**src/xlsh_pkg.sv**
```systemverilog
package xlsh_pkg;

    localparam int HASH_W    = 32;
    localparam int MOD_W     = 31;
    localparam int BYTE_W    = 8;
    localparam int DIV_CNT_W = $clog2(HASH_W);

    localparam logic [HASH_W-1:0] LCG_MULT = 32'd1664525;
    localparam logic [HASH_W-1:0] LCG_ADD  = 32'd1013904223;
    localparam logic [MOD_W-1:0]  MOD_RESET = 31'd1;

    typedef struct packed {
        logic              push;
        logic [HASH_W-1:0] hash;
    } t_q_wr;

    typedef struct packed {
        logic              valid;
        logic [HASH_W-1:0] hash;
    } t_q_rd;

    typedef enum logic [2:0] {
        BK_IDLE = 3'b001,
        BK_DIV  = 3'b010,
        BK_HOLD = 3'b100
    } t_bk_state;

endpackage

```
**src/xlsh_front.sv**
```systemverilog
module xlsh_front (
    input  logic                        i_clk,
    input  logic                        i_rst_n,
    input  logic                        i_push,
    input  logic [xlsh_pkg::BYTE_W-1:0] i_char_byte,
    input  logic                        i_has_char,
    input  logic                        i_is_last,
    input  logic                        i_q_full,
    output logic                        o_full,
    output xlsh_pkg::t_q_wr             o_q_wr
);
    import xlsh_pkg::*;

    logic [HASH_W-1:0] r_hash;
    logic [HASH_W-1:0] n_hash;
    logic [HASH_W-1:0] w_ext;
    logic [HASH_W-1:0] w_mixed;
    logic [HASH_W-1:0] w_final;
    logic              w_accept;

    assign o_full   = i_q_full;
    assign w_accept = i_push && !i_q_full;
    assign w_ext    = {{(HASH_W-BYTE_W){i_char_byte[BYTE_W-1]}}, i_char_byte};
    assign w_mixed  = (r_hash ^ w_ext) * LCG_MULT + LCG_ADD;
    assign w_final  = i_has_char ? w_mixed : r_hash;

    always_comb begin
        n_hash = r_hash;
        if (w_accept) begin
            n_hash = i_is_last ? '0 : w_final;
        end
    end

    assign o_q_wr.push = w_accept && i_is_last;
    assign o_q_wr.hash = w_final;

    always_ff @(posedge i_clk) begin
        if (!i_rst_n) begin
            r_hash <= '0;
        end else begin
            r_hash <= n_hash;
        end
    end

endmodule

```
**src/xlsh_fifo.sv**
```systemverilog
module xlsh_fifo #(
    parameter int DEPTH = 4
) (
    input  logic            i_clk,
    input  logic            i_rst_n,
    input  xlsh_pkg::t_q_wr i_wr,
    input  logic            i_pop,
    output logic            o_full,
    output xlsh_pkg::t_q_rd o_rd
);
    import xlsh_pkg::*;

    localparam int AW = (DEPTH > 1) ? $clog2(DEPTH) : 1;
    localparam int CW = $clog2(DEPTH + 1);

    logic [HASH_W-1:0] r_mem [DEPTH];
    logic [AW-1:0]     r_wr_ptr, n_wr_ptr;
    logic [AW-1:0]     r_rd_ptr, n_rd_ptr;
    logic [CW-1:0]     r_cnt, n_cnt;
    logic              w_wr;
    logic              w_rd;

    assign o_full      = (r_cnt == CW'(DEPTH));
    assign o_rd.valid  = (r_cnt != '0);
    assign o_rd.hash   = r_mem[r_rd_ptr];
    assign w_wr        = i_wr.push && !o_full;
    assign w_rd        = i_pop && o_rd.valid;

    always_comb begin
        n_wr_ptr = r_wr_ptr;
        n_rd_ptr = r_rd_ptr;
        n_cnt    = r_cnt;
        if (w_wr) begin
            n_wr_ptr = (r_wr_ptr == AW'(DEPTH - 1)) ? '0 : r_wr_ptr + 1'b1;
        end
        if (w_rd) begin
            n_rd_ptr = (r_rd_ptr == AW'(DEPTH - 1)) ? '0 : r_rd_ptr + 1'b1;
        end
        if (w_wr && !w_rd) begin
            n_cnt = r_cnt + 1'b1;
        end else if (w_rd && !w_wr) begin
            n_cnt = r_cnt - 1'b1;
        end
    end

    always_ff @(posedge i_clk) begin
        if (w_wr) begin
            r_mem[r_wr_ptr] <= i_wr.hash;
        end
    end

    always_ff @(posedge i_clk) begin
        if (!i_rst_n) begin
            r_wr_ptr <= '0;
            r_rd_ptr <= '0;
            r_cnt    <= '0;
        end else begin
            r_wr_ptr <= n_wr_ptr;
            r_rd_ptr <= n_rd_ptr;
            r_cnt    <= n_cnt;
        end
    end

endmodule

```
**src/xlsh_back.sv**
```systemverilog
module xlsh_back (
    input  logic                       i_clk,
    input  logic                       i_rst_n,
    input  xlsh_pkg::t_q_rd            i_q_rd,
    input  logic [xlsh_pkg::MOD_W-1:0] i_modulus,
    input  logic                       pop,
    output logic                       o_q_pop,
    output logic                       empty,
    output logic [xlsh_pkg::MOD_W-1:0] o_bucket_index
);
    import xlsh_pkg::*;

    t_bk_state            r_state, n_state;
    logic [HASH_W-1:0]    r_quo, n_quo;
    logic [HASH_W-1:0]    r_rem, n_rem;
    logic [DIV_CNT_W-1:0] r_cnt, n_cnt;
    logic [MOD_W-1:0]     r_out, n_out;
    logic                 r_out_vld, n_out_vld;
    logic [HASH_W-1:0]    w_mod;
    logic [HASH_W-1:0]    w_trial;
    logic                 w_out_take;

    assign w_mod      = {1'b0, (i_modulus == '0) ? MOD_W'(1) : i_modulus};
    assign w_trial    = {r_rem[HASH_W-2:0], r_quo[HASH_W-1]};
    assign w_out_take = pop && r_out_vld;
    assign empty      = !r_out_vld;
    assign o_bucket_index = r_out;

    always_comb begin
        n_state   = r_state;
        n_quo     = r_quo;
        n_rem     = r_rem;
        n_cnt     = r_cnt;
        n_out     = r_out;
        n_out_vld = r_out_vld && !w_out_take;
        o_q_pop   = 1'b0;
        case (r_state)
            BK_IDLE: begin
                if (i_q_rd.valid) begin
                    o_q_pop = 1'b1;
                    n_quo   = i_q_rd.hash;
                    n_rem   = '0;
                    n_cnt   = '0;
                    n_state = BK_DIV;
                end
            end
            BK_DIV: begin
                n_quo = {r_quo[HASH_W-2:0], 1'b0};
                n_rem = (w_trial >= w_mod) ? w_trial - w_mod : w_trial;
                n_cnt = r_cnt + 1'b1;
                if (r_cnt == DIV_CNT_W'(HASH_W - 1)) begin
                    n_state = BK_HOLD;
                end
            end
            BK_HOLD: begin
                if (!r_out_vld || w_out_take) begin
                    n_out     = r_rem[MOD_W-1:0];
                    n_out_vld = 1'b1;
                    n_state   = BK_IDLE;
                end
            end
            default: begin
                n_state = BK_IDLE;
            end
        endcase
    end

    always_ff @(posedge i_clk) begin
        r_quo <= n_quo;
        r_rem <= n_rem;
        r_out <= n_out;
        r_cnt <= n_cnt;
    end

    always_ff @(posedge i_clk) begin
        if (!i_rst_n) begin
            r_state   <= BK_IDLE;
            r_out_vld <= 1'b0;
        end else begin
            r_state   <= n_state;
            r_out_vld <= n_out_vld;
        end
    end

endmodule

```
**src/xor_lcg_string_hash_mod_core.sv**
```systemverilog
// Streaming string hash, one byte per transaction. The front end mixes one byte per cycle
// through a single 32x32 multiply-add, so bytes are taken every cycle while the hand-off
// queue (QUEUE_DEPTH entries) has room. Each string's final hash is reduced by a restoring
// divider, one quotient bit per cycle. It takes a new string only after it has handed
// its result to the output register; long strings can run at one byte per cycle, while
// a stream of short strings is bounded by the divider. The modulus may be written only
// while no string is in flight; 0 behaves as 1.
module xor_lcg_string_hash_mod_core #(
    parameter int QUEUE_DEPTH = 4
) (
    input  logic                        i_clk,
    input  logic                        i_rst_n,
    input  logic                        i_cfg_we,
    input  logic [xlsh_pkg::MOD_W-1:0]  i_cfg_wdata,
    input  logic                        push,
    output logic                        full,
    input  logic [xlsh_pkg::BYTE_W-1:0] i_char_byte,
    input  logic                        i_has_char,
    input  logic                        i_is_last,
    output logic                        empty,
    input  logic                        pop,
    output logic [xlsh_pkg::MOD_W-1:0]  o_bucket_index
);
    import xlsh_pkg::*;

    logic [MOD_W-1:0] r_modulus, n_modulus;
    t_q_wr            w_q_wr;
    t_q_rd            w_q_rd;
    logic             w_q_full;
    logic             w_q_pop;

    always_comb begin
        n_modulus = r_modulus;
        if (i_cfg_we) begin
            n_modulus = i_cfg_wdata;
        end
    end

    always_ff @(posedge i_clk) begin
        if (!i_rst_n) begin
            r_modulus <= MOD_RESET;
        end else begin
            r_modulus <= n_modulus;
        end
    end

    xlsh_front u_front (
        .i_clk       (i_clk),
        .i_rst_n     (i_rst_n),
        .i_push      (push),
        .i_char_byte (i_char_byte),
        .i_has_char  (i_has_char),
        .i_is_last   (i_is_last),
        .i_q_full    (w_q_full),
        .o_full      (full),
        .o_q_wr      (w_q_wr)
    );

    xlsh_fifo #(
        .DEPTH (QUEUE_DEPTH)
    ) u_fifo (
        .i_clk   (i_clk),
        .i_rst_n (i_rst_n),
        .i_wr    (w_q_wr),
        .i_pop   (w_q_pop),
        .o_full  (w_q_full),
        .o_rd    (w_q_rd)
    );

    xlsh_back u_back (
        .i_clk          (i_clk),
        .i_rst_n        (i_rst_n),
        .i_q_rd         (w_q_rd),
        .i_modulus      (r_modulus),
        .pop            (pop),
        .o_q_pop        (w_q_pop),
        .empty          (empty),
        .o_bucket_index (o_bucket_index)
    );

endmodule

```
**config.mk**
```make
export PLATFORM = sky130hd
export DESIGN_NAME = xor_lcg_string_hash_mod_core
export DESIGN_NICKNAME = d
export VERILOG_FILES = /design/src/xlsh_pkg.sv /design/src/xlsh_front.sv /design/src/xlsh_fifo.sv /design/src/xlsh_back.sv /design/src/xor_lcg_string_hash_mod_core.sv
export SDC_FILE = /design/constraint.sdc
export NUM_CORES = 1
export LEC_CHECK = 0
export BUFFER_PORTS_ARGS = -buffer_cell sky130_fd_sc_hd__buf_2
export CORE_ASPECT_RATIO = 1.5
export CORE_UTILIZATION = 46
export CTS_CLUSTER_DIAMETER = 30
export DETAILED_ROUTE_END_ITERATION = 10
export PLACE_DENSITY_LB_ADDON = 0.3
export SYNTH_ARGS = -nofsm -noshare
export SYNTH_HDL_FRONTEND = slang
export SYNTH_HIERARCHICAL = 1
export SYNTH_SLANG_ARGS = --single-unit
```
**constraint.sdc**
```tcl
create_clock -name i_clk -period 20.2 [get_ports i_clk]
set_clock_uncertainty 0.2 [all_clocks]
set_input_delay 1.01 -clock i_clk [delete_from_list [all_inputs] [get_ports i_clk]]
set_output_delay 1.01 -clock i_clk [all_outputs]
set_load 0.01 [all_outputs]
```
Word level (Yosys, flattened, before mapping)
Memory sizes are Yosys's and may differ from the RTL's. A register that Yosys moved wholly into a read port is not among the register bits.
Index checks and enable logic that the tools add are counted.

operators by class
  add/subtract/negate cells = 7
  multipliers = 1
  $lt $le $gt $ge = 1
  equal/unequal tests = 10
  multiplexer cells = 26
  bitwise logic cells = 1
  reduce and logical (&&, ||, !) cells = 21

operators with widths
  cell                                                  number
  two-way mux 32 bit                                    3
  two-way mux 31 bit                                    3
  one-hot mux 32 bit (2 select lines)                   1
  one-hot mux 31 bit (2 select lines)                   1
  adder 32 x 30 -> 32 bit (second input constant)       1
  greater-or-equal comparator 32 x 31 -> 1 bit          1
  multiplier 32 x 21 -> 32 bit (second input constant)  1
  XOR 32 bit                                            1
  logical NOT 31 bit                                    1
  subtractor 31 bit                                     1
  two-way mux 3 bit                                     5
  one-hot mux 5 bit (2 select lines)                    1
  one-hot mux 3 bit (3 select lines)                    1
  logical AND 1 bit                                     8
  two-way mux 2 bit                                     4
  == test 3 bit (second input constant)                 2
  two-way mux 1 bit                                     6
  adder 5 x 1 -> 5 bit (second input constant)          1
  == test 5 bit (second input constant)                 1
  logical NOT 1 bit                                     5
  two-way mux 5 bit                                     1
  adder 2 x 1 -> 2 bit (second input constant)          2
  == test 2 bit (second input constant)                 2
  != test 2 x 1 -> 1 bit (second input constant)        2
  other kinds (10)                                      12

word-level totals
  register bits = 173
  RAM bits = 128
  input bits = 46
  output and inout port bits = 33
  logic and storage cells = 79
  memories = 1

memory list
  memory        depth  width  rd ports  clocked after Yosys merged registers in  wr ports  line             source
  u_fifo.r_mem  4      32     1         1                                        1         xlsh_fifo.sv:16  logic [HASH_W-1:0] r_mem [DEPTH];

Logic depth before layout (Yosys ltp)
  word-level depth = 9
  mapped depth = 24
  mapped depth without buffers = 23

By module
The synthesis kept the hierarchy.

modules (own cells, without submodules)
  module                        instances  cells each  area an instance (um^2)  seq. area each (um^2)
  xlsh_front                    1          998         8931.1                   640.6
  xlsh_back                     1          592         5974.5                   3052.9
  xlsh_fifo                     1          218         5139.9                   4023.9
  xor_lcg_string_hash_mod_core  1          100         1204.9                   620.6

Worst setup path before layout
OpenSTA, ideal clock, no wires.

  path kind = in2reg
  start point = in i_char_byte[7] in the netlist's numbering
  end point = mem u_fifo.r_mem[0][27] (data pin)
  library setup time = 0.265 ns
  data arrival time = 6.691 ns
  required time = 19.735 ns
  slack = 13.045 ns
  cell stages on the path = 22
  path buffers = 2
  cell sequence = buf_2 -> buf_2 -> xor2_1 -> ha_1 -> ha_1 -> inv_1 -> fa_1 -> fa_1 -> inv_1 -> fa_1 -> fa_1 -> inv_1 -> fa_1 -> inv_1 -> ha_1 -> and4_1 -> and2_1 -> a21oi_1 -> o21ai_1 -> o21a_1 -> or3_1 -> a31o_1

RTL lines
  what             line                                source
  start, declared  xor_lcg_string_hash_mod_core.sv:17  input logic [xlsh_pkg::BYTE_W-1:0] i_char_byte,
  end, declared    xlsh_fifo.sv:16

==> qor.csv <==
metric;value;unit
drtIter0Drc;717;
min_from;u_back/r_rem[30];
tightest_slew;1.02;ns
worst_path_most_repeated_cell;fa_1;
totalWireLength;47.1;mm
ys_warn_count;6;
rrSetupSlack;13.40;ns
die_w;177;µm
start_util;0.466;
yosysTopAreaCellShare;0.321;
cts_root_buffer;clkbuf_16;
postRouteAntennaNets;0;
stdcell_area;23500;µm²
nets;2321;
slew-limit-headroom;0.319;
ctsHtreeMaxLevel;2;
synth_fp_nets;2255;
io_pins;79;
cts_tree;built;
max_cap_violations;0;
required;20.29;ns
ys.flop_type;edfxtp_1;
place.gp.congestion;0.932;
syn_area_per_cell;11.1;µm²
period_minus_slack;7.24;ns
syn_inst;1908;
cpPeakStageDelay;0.62;ns
vias;13600;
postCtsSetupRepairBufs;0;
crit_slowest_cell;buf_2;
critPathBufInv;5;
violations;design-rule violations;
hold_depth;0;
place_hpwl;36.8;mm
cts.path.max_buffers;3;
grt-ovfl-total;0;
status;finished with violations;
hold_viol;0;
start_kind;input port;
worst-setup-path-type;in2reg;
syn_to_final_growth;10.8;%
die_height;265;µm
cp_top_family;adder cells;
clock-sinks;303;
yosys.area.top_type;edfxtp_1;
reg2reg_depth;22;
numPortBuffers;78;
path_cells;buf_2 > xor2_1 > ha_1 > ha_1 > inv_1 > fa_1 > inv_1 > fa_1 > fa_1 > fa_1 > inv_1 > fa_1 > inv_1 > ha_1 > and4_1 > and2_1 > a21oi_1 > o21ai_1 > o21a_1 > or3_1 > a31o_1;
min_path_type;reg2reg;
grt_antenna_before_repair;1;
cp-end-kind;register;
path_max_fanout;33;
drive_above_1_share;0.133;
cts_made_buffers;42;
mappedNetlistArea;21300;µm²
via_per_inst;5.25;
r2r-start;u_front/r_hash[2];
firstDrtPassIters;8;
min_delay_worst_endpoint;u_back/o_bucket_index[30];
die_area;47100;µm²
synth.yosys.seq_area_share;0.392;
slew_viol_final;0;
grt_max_degree;64;
ctsResizeCount;0;
synthTopCellsByArea;edfxtp_1 32%, fa_1 13%, ha_1 9.7%;
cts_hold_buf;0;
wl_per_cell;18.2;µm
clk_pin_slew;0.06;ns
setup_viol;0;
first_global_vias;14400;
track_usage;0.205;
rows;96;
grt_pass1_wl;75.0;mm
drc;1;
synth-edff-count;227;
async_flop_share;0;
yosys_register_bits;303;
clock_latency;0.55;ns
crit_arrival;7.33;ns
r2r_end;u_fifo/r_mem[0][27];
diodes;0;
fmax;138;MHz
placed_area;22100;µm²
core_area;45600;µm²
period_share;0.358;
setup-tns-final;0;ns
rsz0062_at_grt;no;
yosysUniqueCellTypes;89;
## cells in the final DEF, fill, tap and decap left out, types with 15 or more instances in the layout
| master | count |
|---|---|
| inv_1 | 271 |
| edfxtp_1 | 227 |
| nand2_1 | 170 |
| ha_1 | 164 |
| fa_1 | 137 |
| nor2_1 | 111 |
| buf_2 | 78 |
| dfxtp_1 | 75 |
| xnor2_1 | 71 |
| a21oi_1 | 64 |
| xor2_1 | 59 |
| nor2b_1 | 49 |
| mux2i_1 | 47 |
| clkbuf_16 | 43 |
| o21ai_0 | 31 |
| mux4_2 | 30 |
| a21o_1 | 24 |
| nand3_1 | 22 |
| mux2_2 | 20 |
| and2_1 | 19 |
| nand2b_1 | 18 |
| buf_4 | 16 |
| nor3_1 | 16 |
| a22oi_1 | 15 |
## how the worst max path moves through the flow
stage                                endpoint  slack [ns]      startpoint  cells after the start
after global placement    u_fifo/r_mem[0][27]       12.55  i_char_byte[7]                     21
after floorplan           u_fifo/r_mem[0][27]       13.04  i_char_byte[7]                     22
after detailed placement  u_fifo/r_mem[1][27]       12.40  i_char_byte[7]                     21
after global routing      u_fifo/r_mem[0][27]       12.57  i_char_byte[7]                     21
final                     u_fifo/r_mem[0][27]       12.96  i_char_byte[7]                     21
after CTS                 u_fifo/r_mem[0][27]       12.98  i_char_byte[7]                     21
## cell usage after synthesis, types with 31 or more instances
library cell / count
inv_1: 271
edfxtp_1: 227
nand2_1: 170
ha_1: 164
fa_1: 137
nor2_1: 112
dfxtp_1: 76
xnor2_1: 71
a21oi_1: 64
xor2_1: 59
nor2b_1: 50
mux2i_1: 47
clkbuf_1: 38
o21ai_0: 31
## routing by layer
| layer | vias to the layer above | global-route usage | wire length, µm |
|---|---|---|---|
| li1 | 6623 | - | - |
| met1 | 6653 | 0.231 | 18600 |
| met2 | 261 | 0.388 | 25400 |
| met3 | 93 | 0.0204 | 1330 |
| met4 | 2 | 0.0857 | 1840 |
| met5 | - | 0 | 12 |
## final cells by class
type                    instances  area (µm²)
clock inverters                28         330
multi-input cells            1260       11500
clock buffers                  50        1120
flip-flops and latches        303        8340
repair buffers                 94         510
well taps                     588         736
fillers                      4008       22100
inverters                     273        1020
## flip-flops by register name, summed over array words and instances, names as in the netlist, named ones only
register / cells
u_fifo/r_cnt: 3
u_back/r_cnt: 5
u_back/r_rem: 31
r_modulus: 31
u_fifo/r_wr_ptr: 2
u_front/r_hash: 32
u_fifo/r_rd_ptr: 2
u_back/r_out_vld: 1
u_back/r_state: 3
u_back/o_bucket_index: 31
u_back/r_quo: 32
u_fifo/r_mem: 128
## worst reg2reg max path, stage by stage (launching register included)
cell and delay (ns):
dfxtp_1 0.34, xnor2_1 0.58, inv_1 0.16, ha_1 0.34, xnor2_1 0.14, ha_1 0.33
fa_1 0.49, inv_1 0.08, fa_1 0.48, inv_1 0.05, fa_1 0.45, fa_1 0.51
inv_1 0.05, fa_1 0.47, inv_1 0.04, ha_1 0.34, and4_1 0.26, and2_1 0.17
a21oi_1 0.11, o21ai_1 0.15, o21a_1 0.23, or3_1 0.33, a31o_1 0.27
## cell families after synthesis
kind of cell / share of synthesized area
multiplexers: 0.0675
buffers and inverters: 0.0678
flip-flops: 0.392
AO/OA/AOI/OAI: 0.0834
AND/OR/NAND/NOR: 0.110
XOR/XNOR: 0.0536
adder cells (fa/ha/maj): 0.226
## through the flow
| stage | hold slack, ns | cells | util | setup WS, ns |
|---|---|---|---|---|
| floorplan | 0.242 | 1908 | - | 13.04 |
| global placement | 0.277 | 2518 | 0.484 | 12.55 |
| detailed placement | 0.276 | 2518 | 0.484 | 12.40 |
| CTS | 0.286 | 2596 | 0.516 | 12.98 |
| global route | 0.294 | 2596 | 0.516 | 12.57 |
| finish | 0.282 | 2596 | 0.516 | 12.96 |
Power is not shown: default switching activity piles up to over one toggle a cycle in this logic, so the estimate is an artifact.
